$ cat src/rtl/dbd_pkg.sv
// Shared types, constants and helpers of the detection box decoder.
`timescale 1ns / 1ps

package dbd_pkg;

  // Prediction format
  localparam int unsigned ClassCount    = 80;
  localparam int unsigned ClassW        = 7;
  localparam int unsigned CoordW        = 16;
  localparam int unsigned ScoreW        = 16;
  localparam int unsigned CoordFracBits = 4;

  // Configuration widths
  localparam int unsigned PadW      = 11;
  localparam int unsigned InvW      = 24;
  localparam int unsigned SizeW     = 14;
  localparam int unsigned MaskLowW  = 64;
  localparam int unsigned MaskHighW = 16;
  localparam int unsigned MaskW     = MaskLowW + MaskHighW;
  localparam int unsigned CfgIdxW   = 3;
  localparam int unsigned CfgDataW  = 64;

  // Datapath widths
  localparam int unsigned PixW      = 13;
  localparam int unsigned PadShift  = CoordFracBits + 1;
  localparam int unsigned NumW      = CoordW + 3;
  localparam int unsigned ProdW     = NumW + InvW + 1;
  localparam int unsigned ProdShift = CoordFracBits + 17;
  localparam int unsigned ClipW     = PixW + ProdShift;

  localparam logic [PixW-1:0] PixMax = {PixW{1'b1}};

  typedef enum logic {
    OpGeometry = 1'b0,
    OpScore    = 1'b1
  } op_e;

  typedef enum logic [CfgIdxW-1:0] {
    CfgConfThreshold = 3'd0,
    CfgInvScale      = 3'd1,
    CfgPadX          = 3'd2,
    CfgPadY          = 3'd3,
    CfgImageWidth    = 3'd4,
    CfgImageHeight   = 3'd5,
    CfgClassMaskLow  = 3'd6,
    CfgClassMaskHigh = 3'd7
  } cfg_idx_e;

  typedef struct packed {
    logic              operation;
    logic [CoordW-1:0] center_x;
    logic [CoordW-1:0] center_y;
    logic [CoordW-1:0] box_width;
    logic [CoordW-1:0] box_height;
    logic [ScoreW-1:0] class_score;
    logic              last_score;
  } dbd_in_t;

  typedef struct packed {
    logic [PixW-1:0]   left;
    logic [PixW-1:0]   top;
    logic [PixW-1:0]   right;
    logic [PixW-1:0]   bottom;
    logic [ScoreW-1:0] best_score;
    logic [ClassW-1:0] class_id;
  } dbd_out_t;

  typedef struct packed {
    logic [ScoreW-1:0]    conf_threshold;
    logic [InvW-1:0]      inv_scale;
    logic [PadW-1:0]      pad_x;
    logic [PadW-1:0]      pad_y;
    logic [SizeW-1:0]     image_width;
    logic [SizeW-1:0]     image_height;
    logic [MaskLowW-1:0]  class_mask_low;
    logic [MaskHighW-1:0] class_mask_high;
  } dbd_cfg_t;

  // Corner numerators and clip limits of one kept prediction
  typedef struct packed {
    logic signed [NumW-1:0] num_xl;
    logic signed [NumW-1:0] num_xh;
    logic signed [NumW-1:0] num_yl;
    logic signed [NumW-1:0] num_yh;
    logic [PixW-1:0]        lim_x;
    logic [PixW-1:0]        lim_y;
    logic [ScoreW-1:0]      score;
    logic [ClassW-1:0]      class_id;
  } dbd_s1_t;

  // Stage advance enables of the corner pipeline
  typedef struct packed {
    logic s2;
    logic s3;
  } dbd_adv_t;

  // Clip limit is size minus one, held within the pixel range
  function automatic logic [PixW-1:0] clip_limit(input logic [SizeW-1:0] size);
    logic [SizeW-1:0] lim;
    lim = (size == '0) ? '0 : size - SizeW'(1);
    if (lim > SizeW'(PixMax)) begin
      return PixMax;
    end
    return lim[PixW-1:0];
  endfunction

endpackage

$ cat src/rtl/dbd_axis.sv
// Corner pipeline of one axis: scale by the reciprocal, then clip.
`timescale 1ns / 1ps

module dbd_axis (
  input  logic                               clk_i,
  input  dbd_pkg::dbd_adv_t                  adv_i,
  input  logic signed [dbd_pkg::NumW-1:0]    num_lo_i,
  input  logic signed [dbd_pkg::NumW-1:0]    num_hi_i,
  input  logic        [dbd_pkg::PixW-1:0]    lim_i,
  input  logic        [dbd_pkg::InvW-1:0]    inv_scale_i,
  output logic        [dbd_pkg::ClipW-1:0]   lo_o,
  output logic        [dbd_pkg::ClipW-1:0]   hi_o
);

  logic signed [dbd_pkg::InvW:0]    inv_s;
  logic signed [dbd_pkg::ProdW-1:0] prod_lo_d, prod_hi_d, prod_lo_q, prod_hi_q;
  logic        [dbd_pkg::PixW-1:0]  lim_q;
  logic signed [dbd_pkg::ProdW-1:0] lim_full;
  logic        [dbd_pkg::ClipW-1:0] lo_d, hi_d, lo_q, hi_q;

  // Scale both numerators
  assign inv_s     = $signed({1'b0, inv_scale_i});
  assign prod_lo_d = dbd_pkg::ProdW'(num_lo_i) * dbd_pkg::ProdW'(inv_s);
  assign prod_hi_d = dbd_pkg::ProdW'(num_hi_i) * dbd_pkg::ProdW'(inv_s);

  always_ff @(posedge clk_i) begin
    if (adv_i.s2) begin
      prod_lo_q <= prod_lo_d;
      prod_hi_q <= prod_hi_d;
      lim_q     <= lim_i;
    end
  end

  // Clip both products to zero and the limit at full precision
  assign lim_full = $signed(dbd_pkg::ProdW'(lim_q) << dbd_pkg::ProdShift);

  always_comb begin
    if (prod_lo_q < 0) begin
      lo_d = '0;
    end else if (prod_lo_q > lim_full) begin
      lo_d = lim_full[dbd_pkg::ClipW-1:0];
    end else begin
      lo_d = prod_lo_q[dbd_pkg::ClipW-1:0];
    end
    if (prod_hi_q < 0) begin
      hi_d = '0;
    end else if (prod_hi_q > lim_full) begin
      hi_d = lim_full[dbd_pkg::ClipW-1:0];
    end else begin
      hi_d = prod_hi_q[dbd_pkg::ClipW-1:0];
    end
  end

  always_ff @(posedge clk_i) begin
    if (adv_i.s3) begin
      lo_q <= lo_d;
      hi_q <= hi_d;
    end
  end

  assign lo_o = lo_q;
  assign hi_o = hi_q;

endmodule
$ cat config.mk
export PLATFORM = sky130hd
export DESIGN_NAME = dbd_axis
export DESIGN_NICKNAME = d
export VERILOG_FILES = /design/src/rtl/dbd_pkg.sv /design/src/rtl/dbd_axis.sv
export SDC_FILE = /design/constraint.sdc
export NUM_CORES = 2
export LEC_CHECK = 0
export BUFFER_PORTS_ARGS = -buffer_cell sky130_fd_sc_hd__buf_2
export CAP_MARGIN = 20
export CORE_MARGIN = 5
export CORE_UTILIZATION = 50
export DETAILED_ROUTE_END_ITERATION = 8
export GPL_TIMING_DRIVEN = 0
export PLACE_DENSITY = 0.77
export SYNTH_ARGS = -nofsm -noshare
export SYNTH_HDL_FRONTEND = slang
export SYNTH_SLANG_ARGS = --single-unit
$ cat constraint.sdc
create_clock -name clk_i -period 11.86 [get_ports clk_i]
set_input_delay 3.558 -clock clk_i [delete_from_list [all_inputs] [get_ports clk_i]]
set_output_delay 3.558 -clock clk_i [all_outputs]
set_load 0.01 [all_outputs]
======== Word level (Yosys, flattened, before mapping) ========
Index checks and enable logic that the tools add are counted.
word-level totals
  memories kept ........................... 0
  memory bits (read-only) ................. 0
  latch bits .............................. 0
  flip-flop bits (word level) ............. 169
  memory bits (writable) .................. 0
  bits of input ports ..................... 78
  output and inout bits ................... 68
  word-level logic and storage cells ...... 17
cells by class
  multiplexer cells ....................... 2
  bitwise operators ....................... 0
  magnitude comparators ................... 4
  reduce and logical (&&, ||, !) cells .... 2
  eq/ne operators ......................... 0
  multipliers ............................. 2
  shift-type cells ........................ 0
  $add $sub $neg .......................... 0
  divide/modulo/power cells ............... 0
operator list
  cell                                                                   number
  44-bit by 35-bit > comparator with 1-bit output                        2
  44-bit by 1-bit < comparator with 1-bit output, second input constant  2
  19-bit by 25-bit multiplier with 44-bit output                         2
  34-bit 2-to-1 mux                                                      2
  2-bit OR reduction                                                     2

======== Depth between registers and ports, before layout ========
  word-level depth ........................ 2
  mapped depth ............................ 26
  gate-level depth less buffers ........... 24

======== Worst setup path after synthesis ========
OpenSTA, ideal clock, no wires.
  path type ............................... input-to-reg
  start ................................... input port inv_scale_i[10] (netlist bit)
  end ..................................... register prod_hi_q[42] (netlist bit), data pin
  arrival ................................. 9.554 ns
  library setup time ...................... 0.261 ns
  buffers on the path ..................... 2
  path slack .............................. 2.045 ns
  required time ........................... 11.599 ns
  stages on the path ...................... 23
  cell sequence ........................... clkbuf_1 -> clkbuf_1 -> nand2_1 -> fa_1 -> inv_1 -> fa_1 -> inv_1 -> fa_1 -> fa_1 -> fa_1 -> fa_1 -> inv_1 -> ha_1 -> ha_1 -> a21o_1 -> a21oi_1 -> o21ai_1 -> or4b_1 -> o211ai_1 -> nand3_1 -> o21ai_1 -> nor4bb_1 -> a311o_1
on the way
  word-level cells in the longest chain between the ends .. 1
RTL lines
  what                                            RTL line        RTL
  start: declaration                              dbd_axis.sv:10  input logic [dbd_pkg::InvW-1:0] inv_scale_i,
  19-bit by 25-bit multiplier with 44-bit output  dbd_axis.sv:24  assign prod_hi_d = dbd_pkg::ProdW'(num_hi_i) * dbd_pkg::ProdW'(inv_s);
  net prod_hi_d (one bit)                         dbd_axis.sv:16  logic signed [dbd_pkg::ProdW-1:0] prod_lo_d, prod_hi_d, prod_lo_q, prod_hi_q;
  end signal: assignment                          dbd_axis.sv:29  prod_hi_q <= prod_hi_d;
  end: declaration                                dbd_axis.sv:16
The timed path passes the listed nets, and every way through them passes these cells.
A chain may end at the register's enable or synchronous reset.

======== Final worst setup path ========
  start ................................... input port inv_scale_i[21] (netlist bit)
  end ..................................... register prod_hi_q[34] (netlist bit), data pin
Same word-level chain as after synthesis.

==> flow_metrics.tcl <==
set metrics [dict create \
    status "finished, final reports clean" \
    ys.flop_type "edfxtp_1" \
    async_reset_ff_frac 0 \
    syn_nets 5011 \
    required_ps 12030 \
    fin_skew_ps 26.6 \
    period_needed_ps 11200 \
    drt_iter0_drc 2536 \
    io_pins 146 \
    ctsHoldBuffers 0 \
    synth_top_family_by_area "adder cells" \
    synth_compound_area_frac 0.0473 \
    die_w_um 282 \
    ys_seq_elements 169 \
    grt_first_pass_wirelength_mm 170 \
    cp_max_fo 10 \
    drive_above_1_share 0.0488 \
    syn_avg_cell_area_um2 9.72 \
    firstDrtPassIters 7 \
    core_um2 73200 \
    syn_area_um2 37100 \
    hold_viol_final 0 \
    yosys_warnings 0 \
    cts_max_path_buffers 2 \
    wl_per_cell_um 22.6 \
    synthAdderAreaFrac 0.528 \
    startpoint_type "primary input" \
    root_buffer "clkbuf_16" \
    ys_types 71 \
    antenna_found_initial 17 \
    slew_viol_final 0 \
    cts_resized 0 \
    end_kind "flip-flop" \
    clkTransAtPathRegs_ps 70 \
    rsz0062_at_grt "no" \
    gp_congestion 1.01 \
    viasPerCell 5.64 \
    crit_arrival_ps 11370 \
    setup_violations 0 \
    clock_latency_ps 490 \
    met1_usage 0.380 \
    portBuffers 121 \
    drc 0 \
    grt.busiest_layer "met2" \
    numClockSinks 169 \
    vias 27900 \
    dp_hpwl_mm 92.8 \
    cts_tree "built" \
    overflow 0 \
    crit_type "in -> reg" \
    start_util 0.507 \
    cts_setup_buffers 0 \
    yosysTopAreaCell "fa_1" \
    die_h_um 282 \
    yosys.area_share.simple 0.159 \
    yosysTopAreaCellShare 0.403 \
    htreeDepth 4 \
    worst_pin_slew_ps 1130 \
    grtUsageTotal 0.288 \
    die_area_um2 79700 \
    yosysSeqAreaShare 0.137 \
    first_global_vias 29300 \
    antenna_left 0 \
    synth_common_cells "inv_1 (802), fa_1 (746), nand2_1 (487)" \
    synthMuxAreaShare 0.00702 \
    cap_violations 0 \
    grt_max_degree 68 \
    synth_edf_count 169 \
    yosys-top-cells-area "fa_1 (40%), edfxtp_1 (14%), ha_1 (12%), inv_1 (8.1%), and2_1 (7.7%)" \
    finalWirelength_mm 112 \
    synthCells 3817 \
    slew_headroom 0.244 \
    worstHoldPathType "reg -> reg" \
    yosysMostFrequentCell "inv_1" \
    fin_nets 5155 \
    max_freq_ghz 0.0893 \
    use_met2 0.441 \
    multi_input_area_um2 28200 \
    area_growth_pct 6.81 \
    tns_ps 0 \
    final-seq-area_um2 5070 \
    met3_usage 0.0981 \
    nFillCells 6538 \
    fin_crit_sh 0.944 \
    rows 99 \
    cts_buffers 17 \
    yosys.area_share.xor_xnor 0.0179 \
]
registers in the layout (all words and copies together), names as in the netlist:
signal     count
prod_hi_q     44
lim_q         13
hi_o          34
lo_o          34
prod_lo_q     44
cell type report:
| class | instances | share of cell area |
|---|---|---|
| Antenna cell | 9 | 0.000569 |
| Buffer | 203 | 0.0215 |
| Clock buffer | 17 | 0.0107 |
| Clock inverter | 15 | 0.00483 |
| Inverter | 802 | 0.0760 |
| Multi-Input combinational cell | 2643 | 0.711 |
| Sequential cell | 169 | 0.128 |
| Tap cell | 959 | 0.0303 |
| Timing Repair Buffer | 125 | 0.0169 |
metrics by stage:
step / utilization / hold WS, ps / worst slack (ps) / std cells / cell area, um^2
floorplan: - / 514 / 2040 / 3817 / 37100
global placement: 0.531 / 526 / -480 / 4897 / 38900
detailed placement: 0.532 / 529 / 488 / 4900 / 39000
CTS: 0.541 / 548 / 998 / 4932 / 39600
global route: 0.541 / 560 / 455 / 4933 / 39600
finish: 0.541 / 545 / 664 / 4942 / 39600
critical path: stages:
cell,delay [ps]
clkbuf_1,590
clkbuf_1,730
nand2_1,200
fa_1,580
inv_1,50
fa_1,480
inv_1,60
fa_1,490
inv_1,50
fa_1,570
fa_1,430
fa_1,440
ha_1,290
ha_1,270
clkbuf_1,270
nand4_1,190
or2_1,310
nor4_1,530
o211ai_1,360
nand3_1,270
xor2_1,630
logic make-up (layout without fill, tap and decap cells):
family	Yosys count	after routing
AND/OR/NAND/NOR	1164	1164
adder cells (fa/ha/maj)	1116	1116
buffers and inverters	1005	1162
AO/OA/AOI/OAI	261	261
flip-flops	169	169
XOR/XNOR	76	76
multiplexers	26	26
other	0	9
worst paths after layout:
kind	from	endpoint	slack, ps	cells after the start
max	inv_scale_i[21]	prod_hi_q[34]	660	21
min	prod_lo_q[3]	lo_o[3]	540	1
max reg2reg	lim_q[12]	lo_o[32]	8170	12
min reg2reg	prod_lo_q[3]	lo_o[3]	540	1
placed cells by master, fill, tap and decap left out, types with 9 or more instances in the layout:
master,netlist,routed
nand2b_1,26,26
o21ai_1,10,10
a21oi_1,79,79
nor4_1,11,9
and2_1,458,458
diode_2,0,9
nor2_1,64,64
buf_2,2,123
nand2_1,487,487
xor2_1,25,25
fa_1,746,746
nor3_1,9,9
nand3_1,15,15
nand4_1,27,27
o21a_1,10,10
xnor2_1,51,51
mux2i_1,26,26
edfxtp_1,169,169
ha_1,370,370
clkbuf_16,0,17
clkbuf_1,187,187
nor2b_1,38,38
o21ai_0,38,38
inv_1,802,802
a211oi_1,12,12
a21o_1,54,54
layer usage:
| metal | vias to the layer above | wire length (um) |
|---|---|---|
| li1 | 11800 | - |
| met1 | 14100 | 42700 |
| met2 | 1570 | 48900 |
| met3 | 352 | 14700 |
| met4 | 8 | 5450 |
| met5 | - | 54 |
Power is not shown: default switching activity piles up to over one toggle a cycle in this logic, so the estimate is an artifact.
