--- config.mk ---
export PLATFORM = sky130hd
export DESIGN_NAME = dbd_argmax
export DESIGN_NICKNAME = d
export VERILOG_FILES = /design/src/rtl/dbd_pkg.sv /design/src/rtl/dbd_argmax.sv
export SDC_FILE = /design/constraint.sdc
export NUM_CORES = 1
export LEC_CHECK = 0
export BUFFER_PORTS_ARGS = -buffer_cell sky130_fd_sc_hd__buf_2
export CAP_MARGIN = 10
export CORE_UTILIZATION = 45
export DETAILED_ROUTE_END_ITERATION = 7
export GPL_TIMING_DRIVEN = 0
export HOLD_SLACK_MARGIN = 0.12
export PLACE_DENSITY = 0.69
export SLEW_MARGIN = 0
export SYNTH_ARGS = -nofsm -noshare
export SYNTH_HDL_FRONTEND = slang
export SYNTH_SLANG_ARGS = --single-unit
--- constraint.sdc ---
create_clock -name clk_i -period 5.7 [get_ports clk_i]
set_input_delay 0.855 -clock clk_i [delete_from_list [all_inputs] [get_ports clk_i]]
set_output_delay 0.855 -clock clk_i [all_outputs]
set_load 0.05 [all_outputs]
--- src/rtl/dbd_pkg.sv ---
// Shared types, constants and helpers of the detection box decoder.
`timescale 1ns / 1ps

package dbd_pkg;

  // Prediction format
  localparam int unsigned ClassCount    = 80;
  localparam int unsigned ClassW        = 7;
  localparam int unsigned CoordW        = 16;
  localparam int unsigned ScoreW        = 16;
  localparam int unsigned CoordFracBits = 4;

  // Configuration widths
  localparam int unsigned PadW      = 11;
  localparam int unsigned InvW      = 24;
  localparam int unsigned SizeW     = 14;
  localparam int unsigned MaskLowW  = 64;
  localparam int unsigned MaskHighW = 16;
  localparam int unsigned MaskW     = MaskLowW + MaskHighW;
  localparam int unsigned CfgIdxW   = 3;
  localparam int unsigned CfgDataW  = 64;

  // Datapath widths
  localparam int unsigned PixW      = 13;
  localparam int unsigned PadShift  = CoordFracBits + 1;
  localparam int unsigned NumW      = CoordW + 3;
  localparam int unsigned ProdW     = NumW + InvW + 1;
  localparam int unsigned ProdShift = CoordFracBits + 17;
  localparam int unsigned ClipW     = PixW + ProdShift;

  localparam logic [PixW-1:0] PixMax = {PixW{1'b1}};

  typedef enum logic {
    OpGeometry = 1'b0,
    OpScore    = 1'b1
  } op_e;

  typedef enum logic [CfgIdxW-1:0] {
    CfgConfThreshold = 3'd0,
    CfgInvScale      = 3'd1,
    CfgPadX          = 3'd2,
    CfgPadY          = 3'd3,
    CfgImageWidth    = 3'd4,
    CfgImageHeight   = 3'd5,
    CfgClassMaskLow  = 3'd6,
    CfgClassMaskHigh = 3'd7
  } cfg_idx_e;

  typedef struct packed {
    logic              operation;
    logic [CoordW-1:0] center_x;
    logic [CoordW-1:0] center_y;
    logic [CoordW-1:0] box_width;
    logic [CoordW-1:0] box_height;
    logic [ScoreW-1:0] class_score;
    logic              last_score;
  } dbd_in_t;

  typedef struct packed {
    logic [PixW-1:0]   left;
    logic [PixW-1:0]   top;
    logic [PixW-1:0]   right;
    logic [PixW-1:0]   bottom;
    logic [ScoreW-1:0] best_score;
    logic [ClassW-1:0] class_id;
  } dbd_out_t;

  typedef struct packed {
    logic [ScoreW-1:0]    conf_threshold;
    logic [InvW-1:0]      inv_scale;
    logic [PadW-1:0]      pad_x;
    logic [PadW-1:0]      pad_y;
    logic [SizeW-1:0]     image_width;
    logic [SizeW-1:0]     image_height;
    logic [MaskLowW-1:0]  class_mask_low;
    logic [MaskHighW-1:0] class_mask_high;
  } dbd_cfg_t;

  // Corner numerators and clip limits of one kept prediction
  typedef struct packed {
    logic signed [NumW-1:0] num_xl;
    logic signed [NumW-1:0] num_xh;
    logic signed [NumW-1:0] num_yl;
    logic signed [NumW-1:0] num_yh;
    logic [PixW-1:0]        lim_x;
    logic [PixW-1:0]        lim_y;
    logic [ScoreW-1:0]      score;
    logic [ClassW-1:0]      class_id;
  } dbd_s1_t;

  // Stage advance enables of the corner pipeline
  typedef struct packed {
    logic s2;
    logic s3;
  } dbd_adv_t;

  // Clip limit is size minus one, held within the pixel range
  function automatic logic [PixW-1:0] clip_limit(input logic [SizeW-1:0] size);
    logic [SizeW-1:0] lim;
    lim = (size == '0) ? '0 : size - SizeW'(1);
    if (lim > SizeW'(PixMax)) begin
      return PixMax;
    end
    return lim[PixW-1:0];
  endfunction

endpackage

--- src/rtl/dbd_argmax.sv ---
// Input stage: geometry hold, running argmax and corner numerators.
`timescale 1ns / 1ps

module dbd_argmax (
  input  logic              clk_i,
  input  logic              rst_ni,
  input  dbd_pkg::dbd_cfg_t cfg_i,
  input  logic              in_accept_i,
  input  dbd_pkg::dbd_in_t  in_data_i,
  input  logic              s1_ready_i,
  output logic              s1_valid_o,
  output dbd_pkg::dbd_s1_t  s1_o
);

  logic [dbd_pkg::CoordW-1:0] held_cx_q, held_cy_q, held_w_q, held_h_q;
  logic [dbd_pkg::ScoreW-1:0] max_q, max_d;
  logic [dbd_pkg::ClassW-1:0] cls_q, cls_d;
  logic [dbd_pkg::ClassW-1:0] cnt_q, cnt_d;
  logic                       found_q, found_d;
  logic                       s1_valid_q, s1_valid_d;
  dbd_pkg::dbd_s1_t           s1_q, s1_d;

  logic                       is_score;
  logic                       is_last;
  logic [dbd_pkg::ScoreW-1:0] upd_max;
  logic [dbd_pkg::ClassW-1:0] upd_cls;
  logic                       upd_found;
  logic [dbd_pkg::MaskW-1:0]  mask;
  logic                       allowed;
  logic                       keep;
  logic [dbd_pkg::NumW-1:0]   cx2, cy2, wx, hy, px, py;

  assign is_score = (in_data_i.operation == dbd_pkg::OpScore);
  assign is_last  = is_score && in_data_i.last_score;
  assign mask     = {cfg_i.class_mask_high, cfg_i.class_mask_low};

  // Fold this score into the running argmax, first strict maximum wins
  always_comb begin
    upd_max   = max_q;
    upd_cls   = cls_q;
    upd_found = found_q;
    cnt_d     = cnt_q;
    if (cnt_q < dbd_pkg::ClassW'(dbd_pkg::ClassCount)) begin
      if (in_data_i.class_score > max_q) begin
        upd_max   = in_data_i.class_score;
        upd_cls   = cnt_q;
        upd_found = 1'b1;
      end
      cnt_d = cnt_q + dbd_pkg::ClassW'(1);
    end
  end

  // Keep test on the final argmax
  assign allowed = (upd_cls < dbd_pkg::ClassW'(dbd_pkg::MaskW)) && mask[upd_cls];
  assign keep    = upd_found && (upd_max >= cfg_i.conf_threshold) && allowed;

  // Corner numerators: twice the center, minus or plus the size, less the padding
  assign cx2 = dbd_pkg::NumW'(held_cx_q) << 1;
  assign cy2 = dbd_pkg::NumW'(held_cy_q) << 1;
  assign wx  = dbd_pkg::NumW'(held_w_q);
  assign hy  = dbd_pkg::NumW'(held_h_q);
  assign px  = dbd_pkg::NumW'(cfg_i.pad_x) << dbd_pkg::PadShift;
  assign py  = dbd_pkg::NumW'(cfg_i.pad_y) << dbd_pkg::PadShift;

  always_comb begin
    s1_d.num_xl   = $signed(cx2 - wx - px);
    s1_d.num_xh   = $signed(cx2 + wx - px);
    s1_d.num_yl   = $signed(cy2 - hy - py);
    s1_d.num_yh   = $signed(cy2 + hy - py);
    s1_d.lim_x    = dbd_pkg::clip_limit(cfg_i.image_width);
    s1_d.lim_y    = dbd_pkg::clip_limit(cfg_i.image_height);
    s1_d.score    = upd_max;
    s1_d.class_id = upd_cls;
  end

  // Next running state: clear on geometry and after the last score
  always_comb begin
    max_d   = max_q;
    cls_d   = cls_q;
    found_d = found_q;
    if (in_accept_i) begin
      if (!is_score || is_last) begin
        max_d   = '0;
        cls_d   = '0;
        found_d = 1'b0;
      end else begin
        max_d   = upd_max;
        cls_d   = upd_cls;
        found_d = upd_found;
      end
    end
  end

  // Stage one valid: load a kept prediction, drain when downstream takes it
  always_comb begin
    s1_valid_d = s1_valid_q;
    if (s1_ready_i) begin
      s1_valid_d = in_accept_i && is_last && keep;
    end
  end

  always_ff @(posedge clk_i or negedge rst_ni) begin
    if (!rst_ni) begin
      held_cx_q  <= '0;
      held_cy_q  <= '0;
      held_w_q   <= '0;
      held_h_q   <= '0;
      max_q      <= '0;
      cls_q      <= '0;
      found_q    <= 1'b0;
      cnt_q      <= '0;
      s1_valid_q <= 1'b0;
    end else begin
      max_q      <= max_d;
      cls_q      <= cls_d;
      found_q    <= found_d;
      s1_valid_q <= s1_valid_d;
      if (in_accept_i) begin
        if (!is_score) begin
          held_cx_q <= in_data_i.center_x;
          held_cy_q <= in_data_i.center_y;
          held_w_q  <= in_data_i.box_width;
          held_h_q  <= in_data_i.box_height;
          cnt_q     <= '0;
        end else if (is_last) begin
          cnt_q     <= '0;
        end else begin
          cnt_q     <= cnt_d;
        end
      end
    end
  end

  // Stage one payload
  always_ff @(posedge clk_i) begin
    if (in_accept_i && is_last) begin
      s1_q <= s1_d;
    end
  end

  assign s1_valid_o = s1_valid_q;
  assign s1_o       = s1_q;

endmodule

### Word-level counts from Yosys, hierarchy flattened

Index checks and enable logic that the tools add are counted.

| operators by class | value |
|---|---|
| $add $sub $neg | 11 |
| order comparisons | 7 |
| equal/unequal tests | 1 |
| muxes and demuxes | 22 |
| bitwise operators | 1 |
| reductions and logical operators | 12 |

Operators by type and width:

| cell | count |
|---|---|
| 2-to-1 mux 13 bit | 4 |
| 2-to-1 mux 16 bit | 3 |
| 2-to-1 mux 7 bit | 6 |
| subtractor 18 x 16 -> 19 bit | 2 |
| subtractor 18 x 17 -> 19 bit | 2 |
| adder 17 x 16 -> 18 bit | 2 |
| subtractor 17 x 16 -> 18 bit | 2 |
| greater-than comparator 14 x 13 -> 1 bit (second input constant) | 2 |
| zero test 14 bit | 2 |
| 2-to-1 mux 14 bit | 2 |
| subtractor 14 x 1 -> 14 bit (second input constant) | 2 |
| >= comparator 16 bit | 1 |
| greater-than comparator 16 bit | 1 |
| less-than comparator 7 bit (second input constant) | 2 |
| less-than comparator 7 x 8 -> 1 bit (second input constant) | 1 |
| adder 7 x 1 -> 7 bit (second input constant) | 1 |
| binary-select mux 1 bit (select 7 bit) | 1 |
| logical AND 1 bit | 6 |
| 2-to-1 mux 1 bit | 6 |
| AND reduction 2 bit | 2 |
| inequality test 3 x 1 -> 1 bit (second input constant) | 1 |
| zero test 1 bit | 1 |
| logical OR 1 bit | 1 |
| NOT 1 bit | 1 |

| word-level totals | value |
|---|---|
| bits in registers | 221 |
| output and inout port bits | 126 |
| word-level logic and storage cells | 71 |

### Depth between registers and ports, before layout

| depth | value |
|---|---|
| depth in word-level cells | 8 |
| gate-level depth with buffers | 22 |
| depth with buffers taken out | 21 |

### Worst setup path after synthesis

No wires, ideal clock.

| path | value |
|---|---|
| kind | in2reg |
| start point | input in_accept_i |
| end point | register s1_valid_q, in the netlist s1_valid_o |
| library setup time | 0.087 ns |
| data arrival time | 4.549 ns |
| slack | 1.065 ns |
| stages | 5 |
| cells stage by stage | and3_1 nand2_1 a2111oi_0 a21oi_1 a211oi_2 |

| between the ends | value |
|---|---|
| cells in the longest elaborated chain, start to end | 2 |

Ends and longest elaborated chain:

| item | line | RTL |
|---|---|---|
| from (decl) | dbd_argmax.sv:8 | `input logic in_accept_i,` |
| logical AND 1 bit (2 in series) | dbd_argmax.sv:98 | `s1_valid_d = in_accept_i && is_last && keep;` |
| to (signal assigned) | dbd_argmax.sv:117 | `s1_valid_q <= s1_valid_d;` |
| to (decl) | dbd_argmax.sv:20 | `logic s1_valid_q, s1_valid_d;` |

Every way passes these cells.
A chain may end at the register's enable or synchronous reset.

==> metrics.md <==
| Metric | Value |
|---|---|
| Final hold vios | 0 |
| Total negative slack | 0 ns |
| Initial antenna violation count | 13 |
| Worst-margin pin slew | 1.00 ns |
| Total overflow reported by the global router | 0 |
| Post-CTS Hold Buffers | 0 |
| Post-synth EDFFs | 123 |
| Clock Skew | about 0.017 ns |
| Synthesized net count | between 1500 and 2000 |
| Num CTS Buffers | 25 |
| Crit path capture type | flop |
| Worst R2R End | s1_valid_o |
| CTS clk-pin slew, worst paths | roughly 0.070 ns |
| Area Overhead vs Synth | 22.3% |
| Status | complete, no violations |
| Unique cell type count in the Yosys netlist | 77 |
| I/O Pins | 382 |
| XOR/XNOR Fraction of Synth Area | 0.0566 |
| Chip width | between 150 and 200 um |
| Cells after synthesis | between 1000 and 1500 |
| CP endpoint | s1_valid_o |
| Post-DRT Antenna Nets | 0 |
| Worst Setup SP | in_data_i[16] |
| Largest net degree at the start of global routing | 67 |
| Met3 usage | 0.0413 |
| Vias in the first global route | about 12000 |
| Total Wirelength | roughly 37000 um |
| R2R cell count | 22 |
| Crit Path Max Fanout | 10 |
| Vias | 12000 |
| First-pass GRT wire length | 59300 um |
| NetSw | 2.30 mW |
| RR Startpoint | max_q[15] |
| Met2 GRT Util | 0.383 |
| Comb power frac | 0.415 |
| Clk Latency, worst-skew pair | 0.53 ns |
| Tcrit/Tclk final | 0.864 |
| Top FF cell, synth | edfxtp_1 |
| Reg-to-reg setup timing slack | approximately 0.84 ns |
| H-tree level count | 1 |
| Fillers | 2847 |
| CTS tree | yes |
| GRT Overall Usage | 0.224 |
| Starting Density | 0.457 |
| Simple-gate area share of the yosys netlist | 0.119 |
| Post-CTS Setup Bufs | 0 |
| CP required | about 6.1 ns |
| Drt initial violations | 579 |
| Final Util | 0.558 |
| Tightest Hold Check Type | input port to asynchronous set/reset pin |
| Unrepaired setup endpoints after global routing | no |
| Pint | 3.98 mW |
| Total Power | around 6.3 mW |
| Met1 Usage GRT | 0.290 |
| Drt drc | 0 |
| Root Buffer | clkbuf_16 |
| Sw Ratio | 0.366 |
| HPWL Detailed | between 20000 and 30000 um |
| Peak supply drop | around 0.23 mV |
| CP Launch Type | input port |
| I/O Buffers | roughly 360 |
| Arr. time, crit path | around 5.3 ns |
| Final setup fails | 0 |
| Die area | between 30000 and 40000 sq um |
| Avg Synthesized Cell Area | between 9 and 10 sq um |
| Clock period minus worst slack | 4.92 ns |
| Vias/cell | about 5.2 |
| Die H | 181 um |
| Drt pass-1 iters | 5 |
| Synth Area in Adders | 0.150 |
| CORE AREA | roughly 31000 sq um |
| Clk network pwr share | 0.260 |
| Critical path class | input port to flop |
| Multiplexer area fraction after synthesis | 0.0178 |
| Cts repair resizes | 0 |
| WL per Instance | between 15 and 20 um |
| Slew margin rel. | 0.327 |
| # nets final | roughly 2300 |
| Std-Cell Rows | 65 |
| Placer Congestion | 0.900 |
| Asr flop ratio synth | 0.438 |
| Pleak | 8.21 nW |
| MaxCap Viol Count | 0 |
| Synth top area cells | edfxtp_1, dfrtp_1, ha_1, inv_1, o21ai_0 |
| Largest family of logic cells by synthesized area | compound AO/OA/AOI/OAI gates |
| Synth Area in Compound Gates | 0.161 |
| Clk buf depth | 3 |
| Commonest non-fill, non-tap cell in the layout | buf_2 |
| Post-synth top area cell | edfxtp_1 |
| Most frequent cells in the layout | buf_2, inv_1, o21ai_0, nand2_1, ha_1 |
| Share of the synthesized area in the top cell type | 0.257 |
| CTS Sinks | 219 |
| Sequential area share after synthesis | 0.424 |
| Layout cells sized above 1 | 0.236 |
| Flop pwr share | 0.324 |
| Synth warn | 0 |
| Fmax | slightly above 200 MHz |
| Pwr Density | 357 nW/um^2 |
| Post-synthesis cell area | approximately 14000 sq um |
| Worst hold slack | between 0.2 and 0.3 ns |
| Synth Register Bits | between 200 and 250 |
| Gr busiest metal | met2 |
| Slew Limit Fails | 0 |
[power groups by stage]
stage	Clock [mW]	Sequential (mW)	Combinational (mW)
2_1_floorplan	0	2.36	1.67
3_3_place_gp	0	2.07	2.52
3_5_place_dp	0	2.07	2.59
4_1_cts	1.67	2.04	2.61
5_1_grt	1.73	2.05	2.90
6_report	1.64	2.04	2.61
[cells in the mapped netlist (28+ instances only)]
cell and count:
nor2_1 72, ha_1 128, nand3_1 32, xnor2_1 68, a21oi_1 80, o21ai_0 143, inv_1 220, edfxtp_1 123
fa_1 28, nand2_1 138, dfrtp_1 96
[worst min-delay path by stage]
| stage | from | to | cells past startpoint |
|---|---|---|---|
| 2_1_floorplan | found_q | found_q | 2 |
| 3_3_place_gp | max_q[0] | max_q[0] | 1 |
| 3_5_place_dp | max_q[0] | max_q[0] | 1 |
| 4_1_cts | rst_ni | held_w_q[8] | 1 |
| 5_1_grt | rst_ni | held_w_q[8] | 1 |
| 6_report | rst_ni | held_w_q[8] | 1 |
[sequential cells by signal, indices dropped and copies added, names as in the netlist]
register / flops
cnt_q: 7
s1_valid_o: 1
held_w_q: 16
held_h_q: 16
held_cy_q: 16
max_q: 16
cls_q: 7
held_cx_q: 16
found_q: 1
s1_o: 123
[routing by layer]
layer | vias to the layer above | share of wire
met1 | 5637 | 0.43
met5 | - | 0.0018
li1 | 5905 | -
met2 | 390 | 0.48
met4 | 10 | 0.023
met3 | 61 | 0.066
[stage by stage]
step | worst slack, ns | cell area (sq um) | instances
after floorplan | 1.06 | 14400 | 1478
after global placement | -0.677 | 16700 | 2236
after detailed placement | 0.386 | 16700 | 2238
after CTS | 0.923 | 17600 | 2283
after global routing | 0.518 | 17600 | 2288
final | 0.776 | 17600 | 2291
[final cells by class]
cell class              instances  area (sq um)  area share
multi-input cells            1001          7260       0.413
inverters                     222           833      0.0474
repair buffers                358          1840       0.105
plain buffers                  36           191      0.0109
clock buffers                  35           723      0.0411
clock inverters                10           109     0.00619
well taps                     402           503      0.0286
diodes                          8          20.0     0.00114
flip-flops and latches        219          6100       0.347
[logic make-up (layout without fill, tap and decap cells)]
group           after synthesis  after routing
simple gates                359            359
buf+inv                     258            661
xor+xnor                     93             93
flops                       219            219
fa+ha+maj                   156            156
mux                          24             24
compound gates              369            369
other cells                   0              8
[worst max-delay path, cell delays in order]
cell	delay (ns)
buf_2	0.11
ha_1	0.31
nand4_1	0.16
or3_4	0.45
a21oi_2	0.18
nor4_4	0.12
nor2_2	0.30
buf_2	0.29
clkbuf_1	0.41
nand2_1	0.09
o21ai_0	0.23
ha_1	0.34
a21o_1	0.16
a21o_1	0.17
a21oi_1	0.20
nor2b_1	0.07
o21ai_0	0.14
a21oi_1	0.09
nor3_1	0.12
o21ai_0	0.22
a21oi_1	0.26
a211oi_2	0.06
Note: power is estimated with default switching activity, not from simulation.
