**src/rtl/dbd_pkg.sv**
```systemverilog
// Shared types, constants and helpers of the detection box decoder.
`timescale 1ns / 1ps

package dbd_pkg;

  // Prediction format
  localparam int unsigned ClassCount    = 80;
  localparam int unsigned ClassW        = 7;
  localparam int unsigned CoordW        = 16;
  localparam int unsigned ScoreW        = 16;
  localparam int unsigned CoordFracBits = 4;

  // Configuration widths
  localparam int unsigned PadW      = 11;
  localparam int unsigned InvW      = 24;
  localparam int unsigned SizeW     = 14;
  localparam int unsigned MaskLowW  = 64;
  localparam int unsigned MaskHighW = 16;
  localparam int unsigned MaskW     = MaskLowW + MaskHighW;
  localparam int unsigned CfgIdxW   = 3;
  localparam int unsigned CfgDataW  = 64;

  // Datapath widths
  localparam int unsigned PixW      = 13;
  localparam int unsigned PadShift  = CoordFracBits + 1;
  localparam int unsigned NumW      = CoordW + 3;
  localparam int unsigned ProdW     = NumW + InvW + 1;
  localparam int unsigned ProdShift = CoordFracBits + 17;
  localparam int unsigned ClipW     = PixW + ProdShift;

  localparam logic [PixW-1:0] PixMax = {PixW{1'b1}};

  typedef enum logic {
    OpGeometry = 1'b0,
    OpScore    = 1'b1
  } op_e;

  typedef enum logic [CfgIdxW-1:0] {
    CfgConfThreshold = 3'd0,
    CfgInvScale      = 3'd1,
    CfgPadX          = 3'd2,
    CfgPadY          = 3'd3,
    CfgImageWidth    = 3'd4,
    CfgImageHeight   = 3'd5,
    CfgClassMaskLow  = 3'd6,
    CfgClassMaskHigh = 3'd7
  } cfg_idx_e;

  typedef struct packed {
    logic              operation;
    logic [CoordW-1:0] center_x;
    logic [CoordW-1:0] center_y;
    logic [CoordW-1:0] box_width;
    logic [CoordW-1:0] box_height;
    logic [ScoreW-1:0] class_score;
    logic              last_score;
  } dbd_in_t;

  typedef struct packed {
    logic [PixW-1:0]   left;
    logic [PixW-1:0]   top;
    logic [PixW-1:0]   right;
    logic [PixW-1:0]   bottom;
    logic [ScoreW-1:0] best_score;
    logic [ClassW-1:0] class_id;
  } dbd_out_t;

  typedef struct packed {
    logic [ScoreW-1:0]    conf_threshold;
    logic [InvW-1:0]      inv_scale;
    logic [PadW-1:0]      pad_x;
    logic [PadW-1:0]      pad_y;
    logic [SizeW-1:0]     image_width;
    logic [SizeW-1:0]     image_height;
    logic [MaskLowW-1:0]  class_mask_low;
    logic [MaskHighW-1:0] class_mask_high;
  } dbd_cfg_t;

  // Corner numerators and clip limits of one kept prediction
  typedef struct packed {
    logic signed [NumW-1:0] num_xl;
    logic signed [NumW-1:0] num_xh;
    logic signed [NumW-1:0] num_yl;
    logic signed [NumW-1:0] num_yh;
    logic [PixW-1:0]        lim_x;
    logic [PixW-1:0]        lim_y;
    logic [ScoreW-1:0]      score;
    logic [ClassW-1:0]      class_id;
  } dbd_s1_t;

  // Stage advance enables of the corner pipeline
  typedef struct packed {
    logic s2;
    logic s3;
  } dbd_adv_t;

  // Clip limit is size minus one, held within the pixel range
  function automatic logic [PixW-1:0] clip_limit(input logic [SizeW-1:0] size);
    logic [SizeW-1:0] lim;
    lim = (size == '0) ? '0 : size - SizeW'(1);
    if (lim > SizeW'(PixMax)) begin
      return PixMax;
    end
    return lim[PixW-1:0];
  endfunction

endpackage

```
**src/rtl/dbd_cfg.sv**
```systemverilog
// Configuration register file of the detection box decoder.
`timescale 1ns / 1ps

module dbd_cfg (
  input  logic                          clk_i,
  input  logic                          rst_ni,
  input  logic                          cfg_valid_i,
  output logic                          cfg_ready_o,
  input  logic [dbd_pkg::CfgIdxW-1:0]   cfg_index_i,
  input  logic [dbd_pkg::CfgDataW-1:0]  cfg_data_i,
  output dbd_pkg::dbd_cfg_t             cfg_o
);

  dbd_pkg::dbd_cfg_t cfg_q, cfg_d;

  assign cfg_ready_o = 1'b1;
  assign cfg_o       = cfg_q;

  // Decode the register index and take the low bits of the write data
  always_comb begin
    cfg_d = cfg_q;
    if (cfg_valid_i) begin
      case (dbd_pkg::cfg_idx_e'(cfg_index_i))
        dbd_pkg::CfgConfThreshold: cfg_d.conf_threshold  = cfg_data_i[dbd_pkg::ScoreW-1:0];
        dbd_pkg::CfgInvScale:      cfg_d.inv_scale       = cfg_data_i[dbd_pkg::InvW-1:0];
        dbd_pkg::CfgPadX:          cfg_d.pad_x           = cfg_data_i[dbd_pkg::PadW-1:0];
        dbd_pkg::CfgPadY:          cfg_d.pad_y           = cfg_data_i[dbd_pkg::PadW-1:0];
        dbd_pkg::CfgImageWidth:    cfg_d.image_width     = cfg_data_i[dbd_pkg::SizeW-1:0];
        dbd_pkg::CfgImageHeight:   cfg_d.image_height    = cfg_data_i[dbd_pkg::SizeW-1:0];
        dbd_pkg::CfgClassMaskLow:  cfg_d.class_mask_low  = cfg_data_i[dbd_pkg::MaskLowW-1:0];
        dbd_pkg::CfgClassMaskHigh: cfg_d.class_mask_high = cfg_data_i[dbd_pkg::MaskHighW-1:0];
        default: cfg_d = cfg_q;
      endcase
    end
  end

  // Hold registers, reset to the power-on defaults
  always_ff @(posedge clk_i or negedge rst_ni) begin
    if (!rst_ni) begin
      cfg_q.conf_threshold  <= dbd_pkg::ScoreW'(16384);
      cfg_q.inv_scale       <= dbd_pkg::InvW'(65536);
      cfg_q.pad_x           <= '0;
      cfg_q.pad_y           <= '0;
      cfg_q.image_width     <= dbd_pkg::SizeW'(640);
      cfg_q.image_height    <= dbd_pkg::SizeW'(640);
      cfg_q.class_mask_low  <= '1;
      cfg_q.class_mask_high <= '1;
    end else begin
      cfg_q <= cfg_d;
    end
  end

endmodule

```
**config.mk**
```make
export PLATFORM = sky130hd
export DESIGN_NAME = dbd_cfg
export DESIGN_NICKNAME = d
export VERILOG_FILES = /design/src/rtl/dbd_pkg.sv /design/src/rtl/dbd_cfg.sv
export SDC_FILE = /design/constraint.sdc
export NUM_CORES = 1
export LEC_CHECK = 0
export CORE_ASPECT_RATIO = 1.1
export CORE_MARGIN = 1
export CORE_UTILIZATION = 55
export DETAILED_ROUTE_END_ITERATION = 16
export DONT_BUFFER_PORTS = 1
export HOLD_SLACK_MARGIN = 0.12
export PLACE_DENSITY = 0.7
export SYNTH_ARGS = -nofsm -noshare
export SYNTH_HDL_FRONTEND = slang
export SYNTH_SLANG_ARGS = --single-unit
```
**constraint.sdc**
```tcl
create_clock -name clk_i -period 0.9 [get_ports clk_i]
set_input_delay 0.18 -clock clk_i [delete_from_list [all_inputs] [get_ports clk_i]]
set_output_delay 0.18 -clock clk_i [all_outputs]
set_load 0.05 [all_outputs]
```
==> results by group, run 1 <==
Die
  • IO Pins: 241
  • Initial core utilization: 0.567
  • Die Height: 116 um
  • Die X: 106 um
  • Site Rows: 41

Clock network
  • # resized after CTS: 85
  • Max H-tree Level: 4
  • Sink Count: 170
  • # hold bufs at CTS: 64
  • Clk root buf: clkbuf_16
  • Total CTS buffers: 17
  • CTS max path bufs: 2
  • Postcts setup bufs: 44

Logic synthesis
  • Sequential area share after synthesis: 0.666
  • Number of flops mapped to enable cells by yosys: 0
  • Mapped Area: 6550 um2
  • Asr flop ratio synth: 1.00
  • Syn_area_per_cell: 17.7 um2
  • Most used DFF post-synth: dfstp_2
  • Top-count cell post-synth: mux2_2
  • Most frequent cells after synthesis: mux2_2 (159), dfstp_2 (86), dfrtp_1 (84)
  • Ys Warns: 0
  • Area contributors post-synth: dfstp_2 (35%), dfrtp_1 (32%), mux2_2 (27%)
  • Yosys top cell area share: 0.345
  • Gate count after technology mapping: 370
  • Synthesis-stage register bit count: 170
  • Largest area contributor in the netlist: dfstp_2
  • Yosys cell types: 15
  • Syn nets: 440

Placed design
  • Pre-CTS setup slack: -0.339 ns
  • Placed cell count: 681
  • DP Wirelength: 11800 um
  • Routability congestion estimate: 0.768
  • Input/output buffers: 0

Run status
  • Outcome: stopped before the end
  • Tool error: [ERROR DPL-0033] detailed placement checks failed during check placement.
  • Exit stage: clock tree synthesis (4_1_cts)
## stage by stage
| step | area, um2 | TNS [ns] |
|---|---|---|
| 2_1_floorplan | 6860 | -44.39 |
| 3_3_place_gp | 9330 | -30.65 |
| 3_5_place_dp | 9330 | -34.10 |
## cells by family after synthesis
logic type	synth area share
other	0.000573
buffers and inverters	0.0206
flip-flops	0.666
AND/OR/NAND/NOR	0.0145
multiplexers	0.298
==> inputs of run 2 (changes only) <==
CORE_ASPECT_RATIO = not set   (was 1.1)
CORE_UTILIZATION = 40   (was 55)
HOLD_SLACK_MARGIN = not set   (was 0.12)
PLACE_DENSITY = not set   (was 0.7)
PLACE_DENSITY_LB_ADDON = 0.15   (was not set)
==> results by group, run 2 <==
Die
  • Site Rows: 46 (+12%)
  • Total core area: 15900 um2
  • IO Pins: 241 (unchanged)
  • Die Height: 130 um (+12%)
  • Die X: 130 um (+23%)
  • Initial core utilization: 0.411 (-0.157)
  • Die area: 16900 um2

Clock network
  • Clock-pin slew of the registers on the worst-case setup and hold paths: 0.06 ns
  • Total CTS buffers: 17 (unchanged)
  • Max H-tree Level: 4 (unchanged)
  • Clk Latency, worst-skew pair: 0.41 ns
  • Clk root buf: clkbuf_16
  • CTS tree: yes
  • Sink Count: 170 (unchanged)
  • # hold bufs at CTS: 64 (unchanged)
  • CTS max path bufs: 2 (unchanged)

Setup path
  • Critical-path maximum fanout: 2
  • Worst setup SP type: flip-flop
  • CP cell instances: buf_12
  • Slowest stage delay, CP: 0.58 ns
  • Required @ worst endpoint: 0.72 ns
  • Largest delay contributor family on the critical path: flip-flops
  • Critical path class: reg2out
  • Crit path max-delay cell type: dfstp_2
  • CP bufs+invs: 1
  • Crit end category: primary output
  • Worst Path Arrival: 1.14 ns

Logic synthesis
  • Top-count cell post-synth: mux2_2
  • Syn nets: 440 (unchanged)
  • Synthesis-stage register bit count: 170 (unchanged)
  • Gate count after technology mapping: 370 (unchanged)
  • Most used DFF post-synth: dfstp_2
  • Most frequent cells after synthesis: mux2_2 (159), dfstp_2 (86), dfrtp_1 (84)
  • Mapped Area: 6550 um2 (unchanged)
  • Yosys cell types: 15 (unchanged)
  • Largest area contributor in the netlist: dfstp_2
  • Syn_area_per_cell: 17.7 um2 (unchanged)
  • Area contributors post-synth: dfstp_2 (35%), dfrtp_1 (32%), mux2_2 (27%)
  • Sequential area share after synthesis: 0.666 (unchanged)
  • Asr flop ratio synth: 1.00 (unchanged)
  • Number of flops mapped to enable cells by yosys: 0 (unchanged)
  • Ys Warns: 0 (unchanged)
  • Yosys top cell area share: 0.345 (unchanged)

Global routing
  • Initial antenna violation count: 0
  • Largest net degree at the start of global routing: 171
  • Gr usage total: 0.220
  • Grt total ovfl: 0
  • Vias in the first global route: 4695
  • First-pass GRT wire length: 27100 um

Run status
  • Failing checks: hold timing, setup timing
  • Outcome: finished, violations left

Placed design
  • DP Wirelength: 11400 um (-2.8%)
  • Pre-CTS setup slack: -0.348 ns (-0.00964 ns)
  • Input/output buffers: 0 (unchanged)
  • Routability congestion estimate: 0.752 (-2.1%)

STA
  • Clock Skews: 0 ns
  • Setup repair after global routing missed its margin: yes
  • Fin crit share: 1.47
  • Fmax: 757 MHz
  • Setup WS post-layout: -0.422 ns
  • Minimum clock period: 1.32 ns
  • Hold_ws: -0.534 ns
  • Slew Viols, Final: 0
  • Final setup fails: 177
  • Setup TNS: -55.57 ns
  • Fin. Hold Viols: 170

Layout
  • Commonest non-fill, non-tap cells in the layout: mux2_2 (109), buf_6 (107), buf_12 (91)
  • Layout net count: 725
  • Layout cells sized above 1: 0.772
  • Largest register FFs: 170
  • Post-layout util: 0.711
  • Commonest non-fill, non-tap cell in the layout: mux2_2
  • Fillers: 1036
  • Antenna diodes: 0
  • Synth-to-layout area growth: 73.2%

Power and ir drop
  • Switching share of power: 0.368
  • Clock share of power: 0.211
  • Leakage: 5.02 nW
  • Power share of the combinational group: 0.446
  • P_int: 21.5 mW
  • Worst IR Drop VDD: 1940 uV
  • Pwr dens: 3000 nW/um2
  • Switching Power: 12.5 mW
  • Sequential power share: 0.343

Routing
  • # DRC: 0
  • Post-Route WL: 18200 um
  • Drt via density: 4.75
  • DR WL/cell: 20.6 um
  • Initial drt markers: 165
  • Detailed-route via count: 4200
  • Pre-Repair DR Iteration Count: 5
  • Post-DRT Antenna Nets: 0

Worst hold path
  • Min-Delay Path Class: in2async

Job
  • Maxcap violations: 0
==> run 2: cell counts after synthesis <==
No cell type changed its count.
==> run 2: kinds of logic after synthesis <==
logic type / count (synthesis) / share of synthesized area
flops: 170 / 0.666
mux: 170 / 0.298
buf+inv: 21 / 0.0206
other cells: 1 / 0.000573
simple gates: 8 / 0.0145
==> run 2: layout make-up <==
class                      instances  area [um2]  area share
tap                              216         270      0.0238
multi-input combinational        179        2270       0.200
clock inverter                    12         124      0.0109
timing repair buffer             287        3850       0.340
clock buffer                      20         457      0.0403
sequential                       170        4360       0.385
==> run 2: timing repair <==
| action | CTS | global route |
|---|---|---|
| buffers inserted | 31 | 20 |
| endpoints found under the hold margin | 340 | 170 |
| endpoints found under the setup margin | 170 | 200 |
| gates cloned | 0 | 0 |
| gates resized for setup | 85 | 24 |
==> run 2: metrics by stage <==
stage	cells	power [mW]	cell area (um2)	hold WS [ns]
6_report	884	34.0	11300	-0.534
3_3_place_gp	747	24.9	9400	-0.109
3_5_place_dp	747	25.1	9400	-0.109
4_1_cts	874	33.8	11200	-0.568
2_1_floorplan	370	19.1	6860	-0.116
5_1_grt	884	35.1	11300	-0.564
==> run 2: final timing paths <==
kind                                 from    endpoint  slack (ns)  cells after the start
setup reg to reg               cfg_o[149]  cfg_o[149]       -0.14                      3
hold reg to reg                 cfg_o[80]   cfg_o[80]        0.53                      1
min in group clk_i         cfg_index_i[0]  cfg_o[101]        0.17                      3
hold / removal                     rst_ni  cfg_o[149]       -0.53                      0
setup / recovery                cfg_o[77]   cfg_o[77]       -0.42                      1
max in group asynchronous          rst_ni    cfg_o[8]        1.04                      0
==> run 2: routing by layer <==
| metal | wire (um) | track usage | vias up |
|---|---|---|---|
| li1 | - | - | 1872 |
| met1 | 7270 | 0.263 | 2146 |
| met2 | 9220 | 0.367 | 168 |
| met3 | 1520 | 0.0812 | 14 |
| met4 | 167 | 0.0705 | 0 |
| met5 | 0 | 0 | - |
==> run 2: power groups by stage <==
stage          Clock, mW  Combinational (mW)  Sequential (mW)
2_1_floorplan          0                2.03             17.1
3_3_place_gp           0                13.5             11.5
3_5_place_dp           0                13.6             11.5
4_1_cts             7.31                14.9             11.6
5_1_grt             7.65                15.6             11.9
6_report            7.18                15.2             11.7
(Power assumes the default switching activity.)
==> inputs of run 3 (changes only) <==
CORE_UTILIZATION = 25   (was 40)
==> results by group, run 3 (same netlist as run 2, synthesis figures left out) <==
Run status
  • Outcome: finished, violations left
  • Failing checks: hold timing, setup timing

Power and ir drop
  • Pwr dens: 2960 nW/um2 (-1.2%)
  • Total power: 33.8 mW (-0.56%)
  • Leakage: 4.99 nW (-0.67%)
  • Worst IR Drop VDD: 1270 uV (-35%)

Worst hold path
  • Min-Delay Path Class: in2async

STA
  • Hold_ws: -0.546 ns (-0.0116 ns)
  • Slew Viols, Final: 0 (unchanged)
  • Setup repair after global routing missed its margin: yes
  • Fmax: 753 MHz (-0.52%)
  • Fin. Hold Viols: 170 (unchanged)
  • Setup WS post-layout: -0.429 ns (-0.00698 ns)
  • Fin crit share: 1.48 (+0.00775)
  • Clock Skews: 0 ns (unchanged)
  • Minimum clock period: 1.33 ns (+0.00697 ns)
  • Final setup fails: 171 (-3.4%)

Global routing
  • Gr usage total: 0.136 (-0.0835)
  • Largest net degree at the start of global routing: 171 (unchanged)
  • Vias in the first global route: 4536 (-3.4%)
  • First-pass GRT wire length: 27300 um (+0.76%)
  • Initial antenna violation count: 0 (unchanged)
  • Grt total ovfl: 0 (unchanged)

Die
  • Total core area: 25400 um2 (+59%)
  • Die X: 164 um (+26%)
  • IO Pins: 241 (unchanged)
  • Initial core utilization: 0.258 (-0.153)
  • Die area: 26800 um2 (+59%)
  • Die Height: 164 um (+26%)
  • Site Rows: 58 (+26%)

Setup path
  • Worst R2R Path Depth: 2 (-1)
  • Largest delay contributor family on the critical path: flip-flops
  • Critical path class: reg2out
  • CP Depth: 1 (unchanged)
  • Slowest stage delay, CP: 0.58 ns (about the same)
  • Crit path max-delay cell type: dfstp_2
  • Critical-path maximum fanout: 2 (unchanged)
  • CP bufs+invs: 1 (unchanged)
  • Crit end category: primary output
  • Worst Path Arrival: 1.15 ns (about the same)
  • Worst setup SP type: flip-flop
  • Required @ worst endpoint: 0.72 ns (about the same)
  • CP cell instances: buf_12

Layout
  • Largest register FFs: 170 (unchanged)
  • Fillers: 2261 (+120%)
  • Combined area of the multi-input logic cells: 2280 um2 (+0.17%)
  • Synth-to-layout area growth: 74.4%
  • Commonest non-fill, non-tap cells in the layout: mux2_2 (108), buf_6 (102), buf_12 (91)
  • Reg area: 4360 um2 (unchanged)
  • Commonest non-fill, non-tap cell in the layout: mux2_2
  • Layout net count: 717 (-1.1%)
  • Layout cells sized above 1: 0.770 (-0.00276)
  • Post-Layout Cell Count: 990 (+12%)
  • Antenna diodes: 0 (unchanged)

Placed design
  • Placed cell count: 862 (+15%)
  • DP Wirelength: 11900 um (+3.9%)
  • Routability congestion estimate: 0.748 (-0.55%)
  • Input/output buffers: 0 (unchanged)

Routing
  • Drt via density: 4.24 (-11%)
  • Pre-Repair DR Iteration Count: 4 (-1)
  • # DRC: 0 (unchanged)
  • Detailed-route via count: 4194 (-0.14%)
  • Post-Route WL: 18100 um (-0.28%)
  • Initial drt markers: 91 (-45%)
  • Post-DRT Antenna Nets: 0 (unchanged)
  • DR WL/cell: 18.3 um (-11%)

Clock network
  • Max H-tree Level: 4 (unchanged)
  • Clk Latency, worst-skew pair: 0.41 ns (about the same)
  • CTS tree: yes
  • CTS max path bufs: 2 (unchanged)
  • Sink Count: 170 (unchanged)
  • Clk root buf: clkbuf_16
  • Total CTS buffers: 17 (unchanged)
  • Clock-pin slew of the registers on the worst-case setup and hold paths: 0.07 ns (about the same)
  • # hold bufs at CTS: 64 (unchanged)

Job
  • Maxcap violations: 0 (unchanged)
[run 3: power by group]
part | internal [mW] | total, mW | switching, mW | leakage, nW
Sequential | 10.0 | 11.6 | 1.57 | 1.91
Combinational | 7.14 | 14.9 | 7.79 | 2.79
Clock | 4.03 | 7.31 | 3.28 | 0.289
Total | 21.2 | 33.8 | 12.6 | 4.99
[run 3: area by class of cell]
class	instances	area share
Tap cell	330	0.0362
Sequential cell	170	0.382
Timing Repair Buffer	279	0.331
Multi-Input combinational cell	179	0.199
Clock inverter	11	0.00855
Clock buffer	21	0.0432
[run 3: worst paths after layout]
kind                                 from    endpoint  slack (ns)
hold reg to reg                cfg_o[109]  cfg_o[109]        0.53
max in group asynchronous          rst_ni    cfg_o[0]        1.15
hold / removal                     rst_ni  cfg_o[151]       -0.55
min in group clk_i         cfg_index_i[0]  cfg_o[101]        0.18
setup reg to reg               cfg_o[144]  cfg_o[144]           0
setup / recovery                cfg_o[37]   cfg_o[37]       -0.43
[run 3: per-stage QoR]
| step | util | setup TNS (ns) | worst slack, ns | cell area (um2) |
|---|---|---|---|---|
| 2_1_floorplan | - | -44.39 | -0.512 | 6860 |
| 3_3_place_gp | 0.376 | -37.94 | -0.347 | 9550 |
| 3_5_place_dp | 0.376 | -39.23 | -0.371 | 9550 |
| 4_1_cts | 0.444 | -59.00 | -0.468 | 11300 |
| 5_1_grt | 0.450 | -63.23 | -0.482 | 11400 |
| 6_report | 0.450 | -55.02 | -0.429 | 11400 |
[run 3: what timing repair did]
item / CTS / global route
setup endpoints to repair: 170 / 193
endpoints found under the hold margin: 340 / 170
buffers inserted: 25 / 16
pin swaps: 0 / 0
resized for setup: 84 / 21
[run 3: routing by layer]
layer,routed length [um],track usage,share of wire
met5,0,0,0
met1,7990,0.172,0.44
met4,143,0.0354,0.0079
met3,1680,0.0551,0.093
met2,8310,0.215,0.46
